===== config.mk =====
export PLATFORM = sky130hd
export DESIGN_NAME = piecewise_linear_interp_integral_top
export DESIGN_NICKNAME = d
export VERILOG_FILES = /design/src/hw/rtl/pli_pkg.sv /design/src/hw/rtl/pli_front.sv /design/src/hw/rtl/pli_back.sv /design/src/hw/rtl/piecewise_linear_interp_integral_top.sv
export SDC_FILE = /design/constraint.sdc
export NUM_CORES = 2
export LEC_CHECK = 0
export BUFFER_PORTS_ARGS = -buffer_cell sky130_fd_sc_hd__buf_2
export CAP_MARGIN = 0
export CORE_ASPECT_RATIO = 1.1
export CORE_MARGIN = 2
export CORE_UTILIZATION = 45
export CTS_CLUSTER_SIZE = 10
export DETAILED_ROUTE_END_ITERATION = 6
export GPL_ROUTABILITY_DRIVEN = 1
export RECOVER_POWER = 100
export SYNTH_ARGS = -nofsm -noshare
export SYNTH_HDL_FRONTEND = slang
export SYNTH_HIERARCHICAL = 1
export SYNTH_SLANG_ARGS = --single-unit
export TNS_END_PERCENT = 10

===== constraint.sdc =====
create_clock -name clock -period 13.4 [get_ports clock]
set_input_delay 1.34 -clock clock [delete_from_list [all_inputs] [get_ports clock]]
set_output_delay 1.34 -clock clock [all_outputs]
set_load 0.01 [all_outputs]

===== src/hw/rtl/pli_pkg.sv =====
// Shared constants and types for the piecewise-linear interpolation block.
package pli_pkg;

   localparam int MAX_KNOTS_DEF   = 16;
   localparam int COORD_WIDTH_DEF = 32;
   localparam int KNOT_IDX_W      = 4;
   localparam int KNOT_CNT_W      = 5;
   localparam int INTEG_W         = 64;
   localparam int REGION_W        = 2;
   localparam int MUL_CHUNK       = 17;

   localparam logic REQ_LOAD  = 1'b0;
   localparam logic REQ_QUERY = 1'b1;

   localparam logic [REGION_W-1:0] REGION_LEFT  = 2'd0;
   localparam logic [REGION_W-1:0] REGION_INNER = 2'd1;
   localparam logic [REGION_W-1:0] REGION_RIGHT = 2'd2;

   typedef struct packed {
      logic                  is_query;
      logic [KNOT_IDX_W-1:0] idx;
   } job_ctl_type;

endpackage


===== src/hw/rtl/pli_front.sv =====
// Front end: takes request beats, holds the knot count and queues jobs for the back end.
module pli_front #(
   parameter int MAX_KNOTS   = 16,
   parameter int COORD_WIDTH = 32,
   parameter int AW          = 4
) (
   input  logic                              clock,
   input  logic                              reset,
   input  logic                              req_push,
   output logic                              req_full,
   input  logic                              req_type,
   input  logic [pli_pkg::KNOT_IDX_W-1:0]    req_knot_index,
   input  logic [COORD_WIDTH-1:0]            req_knot_x,
   input  logic [COORD_WIDTH-1:0]            req_knot_y,
   input  logic [COORD_WIDTH-1:0]            req_query_x,
   input  logic                              csr_write,
   input  logic [pli_pkg::KNOT_CNT_W-1:0]    csr_knot_count,
   output logic                              job_valid,
   input  logic                              job_take,
   output pli_pkg::job_ctl_type              job_ctl,
   output logic [COORD_WIDTH-1:0]            job_x,
   output logic [COORD_WIDTH-1:0]            job_y,
   output logic [COORD_WIDTH-1:0]            job_q,
   output logic [AW-1:0]                     job_nm1
);
   import pli_pkg::*;

   localparam int NW = $clog2(MAX_KNOTS + 1);
   localparam int KW = (NW > KNOT_CNT_W) ? NW : KNOT_CNT_W;

   job_ctl_type            ctl_ff [2];
   logic [COORD_WIDTH-1:0] x_ff [2];
   logic [COORD_WIDTH-1:0] y_ff [2];
   logic [COORD_WIDTH-1:0] q_ff [2];
   logic [AW-1:0]          nm1_ff [2];
   logic                   wr_ptr_ff, wr_ptr_in;
   logic                   rd_ptr_ff, rd_ptr_in;
   logic [1:0]             count_ff, count_in;
   logic [KNOT_CNT_W-1:0]  kc_ff, kc_in;
   logic [KW-1:0]          kc_ext;
   logic [AW-1:0]          nm1;
   logic                   push_ok;
   logic                   take_ok;

   assign req_full  = (count_ff == 2'd2);
   assign job_valid = (count_ff != 2'd0);
   assign push_ok   = req_push && !req_full;
   assign take_ok   = job_take && job_valid;

   assign job_ctl = ctl_ff[rd_ptr_ff];
   assign job_x   = x_ff[rd_ptr_ff];
   assign job_y   = y_ff[rd_ptr_ff];
   assign job_q   = q_ff[rd_ptr_ff];
   assign job_nm1 = nm1_ff[rd_ptr_ff];

   always_comb begin
      kc_ext = KW'(kc_ff);
      if (kc_ext == '0) begin
         nm1 = '0;
      end else if (kc_ext > KW'(MAX_KNOTS)) begin
         nm1 = AW'(MAX_KNOTS - 1);
      end else begin
         nm1 = AW'(kc_ext - KW'(1));
      end
      kc_in     = csr_write ? csr_knot_count : kc_ff;
      wr_ptr_in = push_ok ? !wr_ptr_ff : wr_ptr_ff;
      rd_ptr_in = take_ok ? !rd_ptr_ff : rd_ptr_ff;
      count_in  = count_ff + 2'(push_ok) - 2'(take_ok);
   end

   always_ff @(posedge clock) begin
      if (reset) begin
         wr_ptr_ff <= 1'b0;
         rd_ptr_ff <= 1'b0;
         count_ff  <= 2'd0;
         kc_ff     <= KNOT_CNT_W'(1);
      end else begin
         wr_ptr_ff <= wr_ptr_in;
         rd_ptr_ff <= rd_ptr_in;
         count_ff  <= count_in;
         kc_ff     <= kc_in;
      end
   end

   always_ff @(posedge clock) begin
      if (push_ok) begin
         ctl_ff[wr_ptr_ff].is_query <= (req_type == REQ_QUERY);
         ctl_ff[wr_ptr_ff].idx      <= req_knot_index;
         x_ff[wr_ptr_ff]            <= req_knot_x;
         y_ff[wr_ptr_ff]            <= req_knot_y;
         q_ff[wr_ptr_ff]            <= req_query_x;
         nm1_ff[wr_ptr_ff]          <= nm1;
      end
   end

endmodule


===== src/hw/rtl/pli_back.sv =====
// Back end: knot table, search and trapezium sequencer, divider and result register.
module pli_back #(
   parameter int MAX_KNOTS   = 16,
   parameter int COORD_WIDTH = 32,
   parameter int AW          = 4
) (
   input  logic                              clock,
   input  logic                              reset,
   input  logic                              job_valid,
   output logic                              job_take,
   input  pli_pkg::job_ctl_type              job_ctl,
   input  logic [COORD_WIDTH-1:0]            job_x,
   input  logic [COORD_WIDTH-1:0]            job_y,
   input  logic [COORD_WIDTH-1:0]            job_q,
   input  logic [AW-1:0]                     job_nm1,
   output logic                              rsp_empty,
   input  logic                              rsp_pop,
   output logic [COORD_WIDTH-1:0]            rsp_curve_value,
   output logic [pli_pkg::INTEG_W-1:0]       rsp_curve_integral,
   output logic [pli_pkg::REGION_W-1:0]      rsp_region,
   output logic                              rsp_saturated
);
   import pli_pkg::*;

   localparam int W     = COORD_WIDTH;
   localparam int MW    = W + 1;
   localparam int CH    = MUL_CHUNK;
   localparam int NCH   = (MW + CH - 1) / CH;
   localparam int BW    = NCH * CH;
   localparam int PW    = MW + BW;
   localparam int ACC_W = PW + 10;
   localparam int FW    = ACC_W - 1;
   localparam int EXT_W = (FW > INTEG_W + 1) ? FW : INTEG_W + 1;
   localparam int SW    = $clog2(MW + 1);
   localparam int IW    = (AW > KNOT_IDX_W) ? AW : KNOT_IDX_W;

   localparam logic [3:0] ST_IDLE  = 4'd0;
   localparam logic [3:0] ST_FETCH = 4'd1;
   localparam logic [3:0] ST_CHECK = 4'd2;
   localparam logic [3:0] ST_MUL   = 4'd3;
   localparam logic [3:0] ST_ACC   = 4'd4;
   localparam logic [3:0] ST_DIV   = 4'd5;
   localparam logic [3:0] ST_VAL   = 4'd6;
   localparam logic [3:0] ST_LAST  = 4'd7;
   localparam logic [3:0] ST_FIN   = 4'd8;

   localparam logic [1:0] OP_TRAP = 2'd0;
   localparam logic [1:0] OP_DBL  = 2'd1;
   localparam logic [1:0] OP_SUM  = 2'd2;
   localparam logic [1:0] OP_DIVN = 2'd3;

   logic [2*W-1:0]            mem [MAX_KNOTS];
   logic [2*W-1:0]            rd_ff;
   logic [2*W-1:0]            prev_ff, prev_in;
   logic [3:0]                state_ff, state_in;
   logic [AW-1:0]             i_ff, i_in;
   logic [AW-1:0]             nm1_ff, nm1_in;
   logic signed [MW-1:0]      q_ff, q_in;
   logic signed [MW-1:0]      ux_ff, ux_in;
   logic signed [MW-1:0]      t_ff, t_in;
   logic                      dneg_ff, dneg_in;
   logic signed [ACC_W-1:0]   acc_ff, acc_in;
   logic [MW-1:0]             ua_ff, ua_in;
   logic [BW-1:0]             ub_ff, ub_in;
   logic                      mneg_ff, mneg_in;
   logic [PW-1:0]             prod_ff, prod_in;
   logic [1:0]                mop_ff, mop_in;
   logic [SW-1:0]             cnt_ff, cnt_in;
   logic [MW:0]               rem_ff, rem_in;
   logic [MW-1:0]             nlo_ff, nlo_in;
   logic [MW-1:0]             den_ff, den_in;
   logic [MW-1:0]             quo_ff, quo_in;
   logic [W-1:0]              value_ff, value_in;
   logic [REGION_W-1:0]       region_ff, region_in;
   logic                      out_valid_ff, out_valid_in;
   logic [W-1:0]              o_value_ff, o_value_in;
   logic [INTEG_W-1:0]        o_integ_ff, o_integ_in;
   logic [REGION_W-1:0]       o_region_ff, o_region_in;
   logic                      o_sat_ff, o_sat_in;

   logic                      mst;
   logic signed [MW-1:0]      ma, mb;
   logic [1:0]                mop;
   logic signed [MW-1:0]      cx, cy, px, py, val_s, qv;
   logic [MW+CH-1:0]          part;
   logic [ACC_W-1:0]          p_u;
   logic signed [ACC_W-1:0]   p_s, d1;
   logic [MW:0]               rs;
   logic [EXT_W-1:0]          ext;
   logic                      sat;
   logic                      wr_en, rd_en, fin_fire;
   logic [IW-1:0]             widx;

   assign job_take           = (state_ff == ST_IDLE);
   assign rsp_empty          = !out_valid_ff;
   assign rsp_curve_value    = o_value_ff;
   assign rsp_curve_integral = o_integ_ff;
   assign rsp_region         = o_region_ff;
   assign rsp_saturated      = o_sat_ff;

   always_comb begin
      cx   = MW'($signed(rd_ff[2*W-1:W]));
      cy   = MW'($signed(rd_ff[W-1:0]));
      px   = MW'($signed(prev_ff[2*W-1:W]));
      py   = MW'($signed(prev_ff[W-1:0]));
      qv   = $signed(quo_ff);
      val_s = dneg_ff ? (py - qv) : (py + qv);
      part = ua_ff * ub_ff[cnt_ff*CH +: CH];
      p_u  = ACC_W'(prod_ff);
      p_s  = $signed(mneg_ff ? (~p_u + ACC_W'(1)) : p_u);
      rs   = {rem_ff[MW-1:0], nlo_ff[MW-1]};
      d1   = acc_ff + ACC_W'(1);
      ext  = EXT_W'($signed(d1[ACC_W-1:1]));
      sat  = (ext[EXT_W-1:INTEG_W-1] != {(EXT_W-INTEG_W+1){ext[INTEG_W-1]}});
      widx = IW'(job_ctl.idx);

      state_in     = state_ff;
      i_in         = i_ff;
      nm1_in       = nm1_ff;
      q_in         = q_ff;
      ux_in        = ux_ff;
      t_in         = t_ff;
      dneg_in      = dneg_ff;
      acc_in       = acc_ff;
      prev_in      = prev_ff;
      prod_in      = prod_ff;
      cnt_in       = cnt_ff;
      rem_in       = rem_ff;
      nlo_in       = nlo_ff;
      den_in       = den_ff;
      quo_in       = quo_ff;
      value_in     = value_ff;
      region_in    = region_ff;
      o_value_in   = o_value_ff;
      o_integ_in   = o_integ_ff;
      o_region_in  = o_region_ff;
      o_sat_in     = o_sat_ff;
      mst          = 1'b0;
      ma           = '0;
      mb           = '0;
      mop          = OP_SUM;
      wr_en        = 1'b0;
      rd_en        = 1'b0;
      fin_fire     = 1'b0;

      unique case (state_ff)
         ST_IDLE: begin
            if (job_valid) begin
               if (job_ctl.is_query) begin
                  q_in     = MW'($signed(job_q));
                  nm1_in   = job_nm1;
                  i_in     = '0;
                  acc_in   = '0;
                  state_in = ST_FETCH;
               end else begin
                  wr_en = ({1'b0, widx} < (IW+1)'(MAX_KNOTS));
               end
            end
         end
         ST_FETCH: begin
            rd_en    = 1'b1;
            state_in = ST_CHECK;
         end
         ST_CHECK: begin
            if (cx > q_ff) begin
               if (i_ff == '0) begin
                  region_in = REGION_LEFT;
                  value_in  = rd_ff[W-1:0];
                  mst = 1'b1;
                  ma  = q_ff - cx;
                  mb  = cy;
                  mop = OP_DBL;
               end else begin
                  region_in = REGION_INNER;
                  ux_in     = cx;
                  dneg_in   = (cy < py);
                  t_in      = q_ff - px;
                  mst = 1'b1;
                  ma  = cy - py;
                  mb  = q_ff - px;
                  mop = OP_DIVN;
               end
            end else begin
               prev_in = rd_ff;
               if (i_ff != '0) begin
                  mst = 1'b1;
                  ma  = cy + py;
                  mb  = cx - px;
                  mop = OP_TRAP;
               end else if (i_ff == nm1_ff) begin
                  state_in = ST_LAST;
               end else begin
                  i_in     = i_ff + AW'(1);
                  state_in = ST_FETCH;
               end
            end
         end
         ST_LAST: begin
            region_in = REGION_RIGHT;
            value_in  = prev_ff[W-1:0];
            mst = 1'b1;
            ma  = py;
            mb  = q_ff - px;
            mop = OP_DBL;
         end
         ST_MUL: begin
            prod_in = prod_ff + (PW'(part) << (CH*cnt_ff));
            if (cnt_ff == SW'(NCH - 1)) begin
               state_in = ST_ACC;
            end else begin
               cnt_in = cnt_ff + SW'(1);
            end
         end
         ST_ACC: begin
            unique case (mop_ff)
               OP_TRAP: begin
                  acc_in = acc_ff + p_s;
                  if (i_ff == nm1_ff) begin
                     state_in = ST_LAST;
                  end else begin
                     i_in     = i_ff + AW'(1);
                     state_in = ST_FETCH;
                  end
               end
               OP_DBL: begin
                  acc_in   = acc_ff + p_s + p_s;
                  state_in = ST_FIN;
               end
               OP_SUM: begin
                  acc_in   = acc_ff + p_s;
                  state_in = ST_FIN;
               end
               OP_DIVN: begin
                  rem_in   = (MW+1)'(prod_ff >> MW);
                  nlo_in   = prod_ff[MW-1:0];
                  den_in   = MW'(ux_ff - px);
                  quo_in   = '0;
                  cnt_in   = '0;
                  state_in = ST_DIV;
               end
               default: state_in = ST_FIN;
            endcase
         end
         ST_DIV: begin
            if (rs >= {1'b0, den_ff}) begin
               rem_in = rs - {1'b0, den_ff};
               quo_in = {quo_ff[MW-2:0], 1'b1};
            end else begin
               rem_in = rs;
               quo_in = {quo_ff[MW-2:0], 1'b0};
            end
            nlo_in = {nlo_ff[MW-2:0], 1'b0};
            if (cnt_ff == SW'(MW - 1)) begin
               state_in = ST_VAL;
            end else begin
               cnt_in = cnt_ff + SW'(1);
            end
         end
         ST_VAL: begin
            value_in = val_s[W-1:0];
            mst = 1'b1;
            ma  = val_s + py;
            mb  = t_ff;
            mop = OP_SUM;
         end
         ST_FIN: begin
            if (!out_valid_ff || rsp_pop) begin
               fin_fire    = 1'b1;
               o_value_in  = value_ff;
               o_region_in = region_ff;
               o_sat_in    = sat;
               if (sat) begin
                  o_integ_in = ext[EXT_W-1] ? {1'b1, {(INTEG_W-1){1'b0}}}
                                            : {1'b0, {(INTEG_W-1){1'b1}}};
               end else begin
                  o_integ_in = ext[INTEG_W-1:0];
               end
               state_in = ST_IDLE;
            end
         end
         default: state_in = ST_IDLE;
      endcase

      if (mst) begin
         ua_in    = ma[MW-1] ? MW'(-ma) : MW'(ma);
         ub_in    = BW'(mb[MW-1] ? MW'(-mb) : MW'(mb));
         mneg_in  = ma[MW-1] ^ mb[MW-1];
         mop_in   = mop;
         prod_in  = '0;
         cnt_in   = '0;
         state_in = ST_MUL;
      end else begin
         ua_in   = ua_ff;
         ub_in   = ub_ff;
         mneg_in = mneg_ff;
         mop_in  = mop_ff;
      end

      out_valid_in = fin_fire || (out_valid_ff && !rsp_pop);
   end

   always_ff @(posedge clock) begin
      if (reset) begin
         state_ff     <= ST_IDLE;
         out_valid_ff <= 1'b0;
      end else begin
         state_ff     <= state_in;
         out_valid_ff <= out_valid_in;
      end
   end

   always_ff @(posedge clock) begin
      i_ff        <= i_in;
      nm1_ff      <= nm1_in;
      q_ff        <= q_in;
      ux_ff       <= ux_in;
      t_ff        <= t_in;
      dneg_ff     <= dneg_in;
      acc_ff      <= acc_in;
      prev_ff     <= prev_in;
      ua_ff       <= ua_in;
      ub_ff       <= ub_in;
      mneg_ff     <= mneg_in;
      prod_ff     <= prod_in;
      mop_ff      <= mop_in;
      cnt_ff      <= cnt_in;
      rem_ff      <= rem_in;
      nlo_ff      <= nlo_in;
      den_ff      <= den_in;
      quo_ff      <= quo_in;
      value_ff    <= value_in;
      region_ff   <= region_in;
      o_value_ff  <= o_value_in;
      o_integ_ff  <= o_integ_in;
      o_region_ff <= o_region_in;
      o_sat_ff    <= o_sat_in;
   end

   always_ff @(posedge clock) begin
      if (wr_en) begin
         mem[widx[AW-1:0]] <= {job_x, job_y};
      end
      if (rd_en) begin
         rd_ff <= mem[i_ff];
      end
   end

endmodule


===== src/hw/rtl/piecewise_linear_interp_integral_top.sv =====
// Piecewise-linear curve with flat extrapolation and its saturating running integral.
// A load beat is written to the knot table from the idle state; the front queue holds two beats.
// A query between knots runs the chunked multiplier, with NCH = ceil((COORD_WIDTH+1)/17) chunks,
// and the one-bit divider; outside the knots there is no division. Queries run one at a time.
// Reset clears the control state and sets knot_count to 1; the knot table is not cleared.
module piecewise_linear_interp_integral_top #(
   parameter int MAX_KNOTS   = pli_pkg::MAX_KNOTS_DEF,
   parameter int COORD_WIDTH = pli_pkg::COORD_WIDTH_DEF
) (
   input  logic                              clock,
   input  logic                              reset,
   input  logic                              req_push,
   output logic                              req_full,
   input  logic                              req_type,
   input  logic [pli_pkg::KNOT_IDX_W-1:0]    req_knot_index,
   input  logic [COORD_WIDTH-1:0]            req_knot_x,
   input  logic [COORD_WIDTH-1:0]            req_knot_y,
   input  logic [COORD_WIDTH-1:0]            req_query_x,
   output logic                              rsp_empty,
   input  logic                              rsp_pop,
   output logic [COORD_WIDTH-1:0]            rsp_curve_value,
   output logic [pli_pkg::INTEG_W-1:0]       rsp_curve_integral,
   output logic [pli_pkg::REGION_W-1:0]      rsp_region,
   output logic                              rsp_saturated,
   input  logic                              csr_write,
   input  logic [pli_pkg::KNOT_CNT_W-1:0]    csr_knot_count
);
   import pli_pkg::*;

   localparam int AW = $clog2(MAX_KNOTS);

   logic                   job_valid;
   logic                   job_take;
   job_ctl_type            job_ctl;
   logic [COORD_WIDTH-1:0] job_x;
   logic [COORD_WIDTH-1:0] job_y;
   logic [COORD_WIDTH-1:0] job_q;
   logic [AW-1:0]          job_nm1;

   pli_front #(
      .MAX_KNOTS   (MAX_KNOTS),
      .COORD_WIDTH (COORD_WIDTH),
      .AW          (AW)
   ) u_front (
      .clock          (clock),
      .reset          (reset),
      .req_push       (req_push),
      .req_full       (req_full),
      .req_type       (req_type),
      .req_knot_index (req_knot_index),
      .req_knot_x     (req_knot_x),
      .req_knot_y     (req_knot_y),
      .req_query_x    (req_query_x),
      .csr_write      (csr_write),
      .csr_knot_count (csr_knot_count),
      .job_valid      (job_valid),
      .job_take       (job_take),
      .job_ctl        (job_ctl),
      .job_x          (job_x),
      .job_y          (job_y),
      .job_q          (job_q),
      .job_nm1        (job_nm1)
   );

   pli_back #(
      .MAX_KNOTS   (MAX_KNOTS),
      .COORD_WIDTH (COORD_WIDTH),
      .AW          (AW)
   ) u_back (
      .clock              (clock),
      .reset              (reset),
      .job_valid          (job_valid),
      .job_take           (job_take),
      .job_ctl            (job_ctl),
      .job_x              (job_x),
      .job_y              (job_y),
      .job_q              (job_q),
      .job_nm1            (job_nm1),
      .rsp_empty          (rsp_empty),
      .rsp_pop            (rsp_pop),
      .rsp_curve_value    (rsp_curve_value),
      .rsp_curve_integral (rsp_curve_integral),
      .rsp_region         (rsp_region),
      .rsp_saturated      (rsp_saturated)
   );

endmodule


Word-level counts from Yosys, hierarchy flattened
Memories as Yosys holds them, arrays and structs flattened. A register that Yosys moved wholly into a read port is not among the register bits.
Index checks and enable logic that the tools add are counted.
- add/subtract/negate cells: 22
- reduce and logical (&&, ||, !) cells: 39
- multiplexer cells: 79
- order comparisons: 4
- shift-type cells: 2
- eq/ne operators: 38
- bitwise logic cells: 5
- multipliers: 2
- operators by type and width (cell ; number):
    33-bit 2-to-1 mux ; 11
    77-bit case mux with 2 select lines ; 2
    77-bit 2-to-1 mux ; 3
    33-bit case mux with 2 select lines ; 3
    33-bit case mux with 3 select lines ; 2
    32-bit by 32-bit subtractor with 33-bit output ; 5
    77-bit adder ; 2
    32-bit 2-to-1 mux ; 4
    64-bit 2-to-1 mux ; 2
    32-bit case mux with 3 select lines ; 1
    77-bit by 1-bit adder with 77-bit output (second input constant) ; 1
    77-bit by 2-bit adder with 77-bit output (second input constant) ; 1
    67-bit NOT with 77-bit output ; 1
    67-bit adder ; 1
    50-bit by 11-bit << shifter with 67-bit output ; 1
    33-bit negator ; 2
    4-bit 2-to-1 mux ; 15
    33-bit by 17-bit multiplier with 50-bit output ; 1
    34-bit by 33-bit >= comparator with 1-bit output ; 1
    34-bit by 12-bit indexed part select with 17-bit output ; 1
    32-bit by 32-bit adder with 33-bit output ; 1
    32-bit by 33-bit adder with 33-bit output ; 1
    33-bit by 32-bit adder with 33-bit output ; 1
    32-bit by 33-bit subtractor with 33-bit output ; 1
    50 further kinds ; 127
- output and inout port bits: 101
- word-level logic and storage cells: 228
- bits in registers: 632
- input port bits: 111
- memories: 6
- RAM bits: 1234
- memories (memory ; words ; bits a word ; read ports ; clocked after memory_dff ; write ports ; RTL line ; text):
    u_back.mem ; 16 ; 64 ; 1 ; 1 ; 1 ; pli_back.sv:52 ; logic [2*W-1:0] mem [MAX_KNOTS];
    u_front.q_ff ; 2 ; 32 ; 1 ; 1 ; 1 ; pli_front.sv:34 ; logic [COORD_WIDTH-1:0] q_ff [2];
    u_front.x_ff ; 2 ; 32 ; 1 ; 1 ; 1 ; pli_front.sv:32 ; logic [COORD_WIDTH-1:0] x_ff [2];
    u_front.y_ff ; 2 ; 32 ; 1 ; 1 ; 1 ; pli_front.sv:33 ; logic [COORD_WIDTH-1:0] y_ff [2];
    u_front.ctl_ff ; 2 ; 5 ; 1 ; 1 ; 1 ; pli_front.sv:31 ; job_ctl_type ctl_ff [2];
    u_front.nm1_ff ; 2 ; 4 ; 1 ; 1 ; 1 ; pli_front.sv:35 ; logic [AW-1:0] nm1_ff [2];

Depth between registers and ports, before layout
- word-level depth: 7
- depth in mapped cells: 54
- depth with buffers taken out: 46

Modules after synthesis
Netlist, hierarchy kept.
- by module, submodules not included (module ; times used ; seq. area each (um^2) ; cells an instance ; area an instance (um^2)):
    pli_back ; 1 ; 51679.6 ; 11005 ; 119801.1
    pli_front ; 1 ; 6506.2 ; 391 ; 8351.8

Worst setup path before layout
Ideal clock, no wire load.
- kind: register to register
- from: reg u_back.cnt_ff[0]
- to: reg u_back.prod_ff[66]
- setup slack: 998 ps
- stages on the path, launching flop included: 47
- data arrival time: 12332 ps
- setup time: 70 ps
- period minus slack after synthesis: 12402 ps
- path through: dfxtp_1 > clkbuf_1 > clkbuf_1 > clkbuf_1 > buf_1 > buf_1 > buf_1 > mux2i_1 > nor2_1 > clkbuf_1 > nand2_1 > fa_1 > inv_1 > fa_1 > fa_1 > fa_1 > fa_1 > inv_1 > [11 not listed] > nor2_1 > o31ai_1 > a21oi_1 > ha_1 > clkbuf_1 > and3_1 > a221o_1 > a21oi_1 > nor3_1 > a311oi_1 > o21ai_0 > a31oi_1 > o21ai_0 > a21o_1 > a221oi_1 > xor2_1 > or3_1 > a21oi_1
- word-level cells in the longest chain between the ends: 5
- ends and longest elaborated chain (what ; RTL line ; text):
    start, declared ; pli_back.sv:68 ; logic [SW-1:0] cnt_ff, cnt_in;
    start signal, assigned ; pli_back.sv:326 ; cnt_ff <= cnt_in;
    6-bit by 5-bit multiplier with 11-bit output * ; pli_back.sv:108, pli_back.sv:207 ;
    34-bit by 12-bit indexed part select with 17-bit output ; pli_back.sv:108 ; part = ua_ff * ub_ff[cnt_ff*CH +: CH];
    33-bit by 17-bit multiplier with 50-bit output ; pli_back.sv:108 ;
    50-bit by 11-bit << shifter with 67-bit output * ; pli_back.sv:207 ; prod_in = prod_ff + (PW'(part) << (CH*cnt_ff));
    67-bit adder * ; pli_back.sv:207 ;
    end signal, assigned ; pli_back.sv:324 ; prod_ff <= prod_in;
    end, declared ; pli_back.sv:66 ; logic [PW-1:0] prod_ff, prod_in;
Every way passes the cells marked *; elsewhere a longest branch is shown, timed or not.
A chain may end at the register's enable or synchronous reset.

Worst setup path after layout
- from: reg u_back.cnt_ff[0]
- to: reg u_back.prod_ff[42]
The elaborated chain is that of the path after synthesis.

==> flow_metrics.py <==
metrics = {
    "die": {
        "row_count": 205,
        "die_height_um": 564,
        "ioPinCount": 212,
        "dieWidth_um": 513,
        "core-area_sq_um": 283000,
        "die_area_sq_um": 289000,
        "start_util": 0.452,
    },
    "status": {
        "outcome": "finished with violations",
        "violations": "DRC, capacitance limit, slew limit",
    },
    "timing": {
        "fmax_mhz": 81.3,
        "setup-violations-final": 0,
        "final-max-slew-violation-count": 3009,
        "setup_ws_ns": 1.10,
        "fin_crit_sh": 0.918,
        "rsz0062_at_grt": "false",
        "relSlewSlack": -4.43,
        "hold_viol": 0,
        "finalSetupTns_ns": 0,
        "clock_skew_ns": 0.0828,
        "worst-slew-pin-transition_ns": 8.14,
        "finalCriticalPeriod_ns": 12.30,
    },
    "cts": {
        "clockBufferDepth": 4,
        "clock_latency_ns": 0.92,
        "htreeDepth": 4,
        "cts_tree": "yes",
        "clock_sinks": 1967,
        "post_cts_buffers": 0,
        "cts-root-buf": "clkbuf_16",
        "cts_resized": 0,
        "hold_buffers": 0,
        "cts-buffers-inserted": 228,
        "path_clk_slew_ns": 0.06,
    },
    "setup_path": {
        "slowest_stage": "dfxtp_2",
        "critPathLaunch": "u_back/cnt_ff[0]$_SDFFE_PP0P_",
        "crit_type": "reg -> reg",
        "cp.required_ns": 14.17,
        "slowest_delay_ns": 0.63,
        "cpMostUsedCell": "fa_1",
        "arrival_ns": 13.07,
        "cp-start-kind": "register",
        "r2r_start": "u_back/cnt_ff[0]$_SDFFE_PP0P_",
        "endpoint_kind": "register",
        "cp_max_fo": 33,
    },
    "logic_synthesis": {
        "synth_seq_area_share": 0.454,
        "synth_area_sq_um": 128000,
        "async_reset_ff_frac": 0,
        "ys_types": 101,
        "syn_avg_cell_area_sq_um": 11.2,
        "yosysWarnings": 6,
        "syn_inst": 11400,
        "syn_nets": 12600,
        "synth_edf_count": 1879,
        "synthFlopType": "edfxtp_1",
        "yosys_register_bits": 1967,
    },
    "routing": {
        "drt-initial-drc-count": 7404,
        "via_per_inst": 5.92,
        "drt_drc_violations_left": 1,
        "drt-total-wl_um": 369000,
        "postRouteAntennaNets": 0,
        "dr.pass1.iters": 7,
        "vias": 90300,
        "wire_per_inst_um": 24.2,
    },
    "final_layout": {
        "layout-drive-gt1-share": 0.0726,
        "finalNonFillerCells": 15300,
        "fin_nets": 12700,
        "final_cell_mix": "edfxtp_1 (1879), nand2_1 (1184), inv_1 (894)",
        "final_core_util": 0.489,
        "layout_commonest_cell": "edfxtp_1",
        "area_delta_synth_final_pct": 8.17,
        "fill_cells": 25300,
    },
    "job": {
        "drv_cap": 77,
    },
    "placement": {
        "place.gp.congestion": 0.949,
        "dpl.cell_count": 14900,
        "portBuffers": 211,
        "preCtsSetupSlack_ns": 1.13,
        "hpwl_um": 265000,
    },
    "min_path": {
        "hold_class": "reg -> reg",
        "min_from": "u_back/value_ff[6]$_DFFE_PP_",
    },
    "global_routing": {
        "grt_util_all_layers": 0.251,
        "grt_max_degree": 134,
        "antenna_found_initial": 12,
        "grt_pass1_vias": 90700,
        "grt_overflow": 0,
        "grt_pass1_wl_um": 558000,
    },
}
==> cell families after synthesis <==
family	Yosys count	share of synthesized area
AOI/OAI and AO/OA	2461	0.122
xor gates and xnor gates	687	0.0470
adders and majority gates	1131	0.138
buffers and inverters	1440	0.0432
DFF	1967	0.454
muxes	595	0.0811
and+or+nand+nor	3115	0.114
==> worst max-delay path: cells and delay by family, from the launching register on <==
family | cells | cell delay [ns]
flops | 1 | 0.63
buf+inv | 6 | 0.69
mux | 2 | 0.37
simple gates | 6 | 0.84
xor+xnor | 1 | 0.21
compound gates | 19 | 5.62
fa+ha+maj | 8 | 3.81
==> per-layer routing <==
| layer | wire length (um) | global-route usage | up-vias |
|---|---|---|---|
| li1 | - | - | 41400 |
| met1 | 149000 | 0.316 | 45300 |
| met2 | 184000 | 0.442 | 2823 |
| met3 | 18700 | 0.0271 | 711 |
| met4 | 16200 | 0.100 | 2 |
| met5 | 11 | 0 | - |
==> state kept, by name (all words and copies together) (netlist names), 64 cells and up, named ones only <==
name / count
u_back/mem: 1024
u_back/acc_ff: 77
u_back/prod_ff: 67
u_back/prev_ff: 64
u_back/rd_ff: 64
u_back/rsp_curve_integral: 64
u_front/q_ff: 64
u_front/x_ff: 64
u_front/y_ff: 64
==> per-stage QoR <==
| stage | instance area (sq um) | hold WS [ns] |
|---|---|---|
| global placement | 133000 | 0.406 |
| detailed placement | 133000 | 0.407 |
| global route | 139000 | 0.428 |
| CTS | 140000 | 0.418 |
| floorplan | 128000 | 0.400 |
| finish | 139000 | 0.417 |
==> cell usage after synthesis, types with 91 or more instances <==
cell type / n / share of area
nor2_1: 653 / 0.019
xor2_1: 228 / 0.016
a31oi_1: 96 / 0.0047
clkbuf_1: 446 / 0.013
inv_1: 897 / 0.026
nand2_1: 1185 / 0.035
fa_1: 477 / 0.075
mux2i_1: 141 / 0.011
a211oi_1: 91 / 0.0053
o21a_1: 102 / 0.0060
a21oi_1: 807 / 0.032
nor2b_1: 91 / 0.0044
xnor2_1: 459 / 0.031
ha_1: 654 / 0.064
nand3_1: 211 / 0.0082
nor3_1: 166 / 0.0065
edfxtp_1: 1879 / 0.44
and3_1: 93 / 0.0045
nand4_1: 100 / 0.0049
a21o_1: 251 / 0.015
o21ai_0: 476 / 0.019
mux4_2: 327 / 0.057
and2_1: 285 / 0.014
==> final cells by class <==
type                            count  area (sq um)  area share
Multi-Input combinational cell   7989         64300       0.464
Clock buffer                      294          6080      0.0438
Clock inverter                     33           352     0.00254
Timing Repair Buffer              344          1630      0.0118
Inverter                          901          3390      0.0244
Tap cell                         3726          4660      0.0336
Antenna cell                        5          12.5   0.0000903
Sequential cell                  1967         58200       0.420
==> final timing paths <==
check                                   endpoint  slack (ns)  cells past startpoint
max              u_back/prod_ff[42]$_SDFFE_PP0P_        1.10                     42
min          u_back/rsp_curve_value[6]$_DFFE_PP_        0.42                      0
max reg2reg      u_back/prod_ff[42]$_SDFFE_PP0P_        1.10                     42
min reg2reg  u_back/rsp_curve_value[6]$_DFFE_PP_        0.42                      0
Power is not shown: default switching activity piles up to over one toggle a cycle in this logic, so the estimate is an artifact.
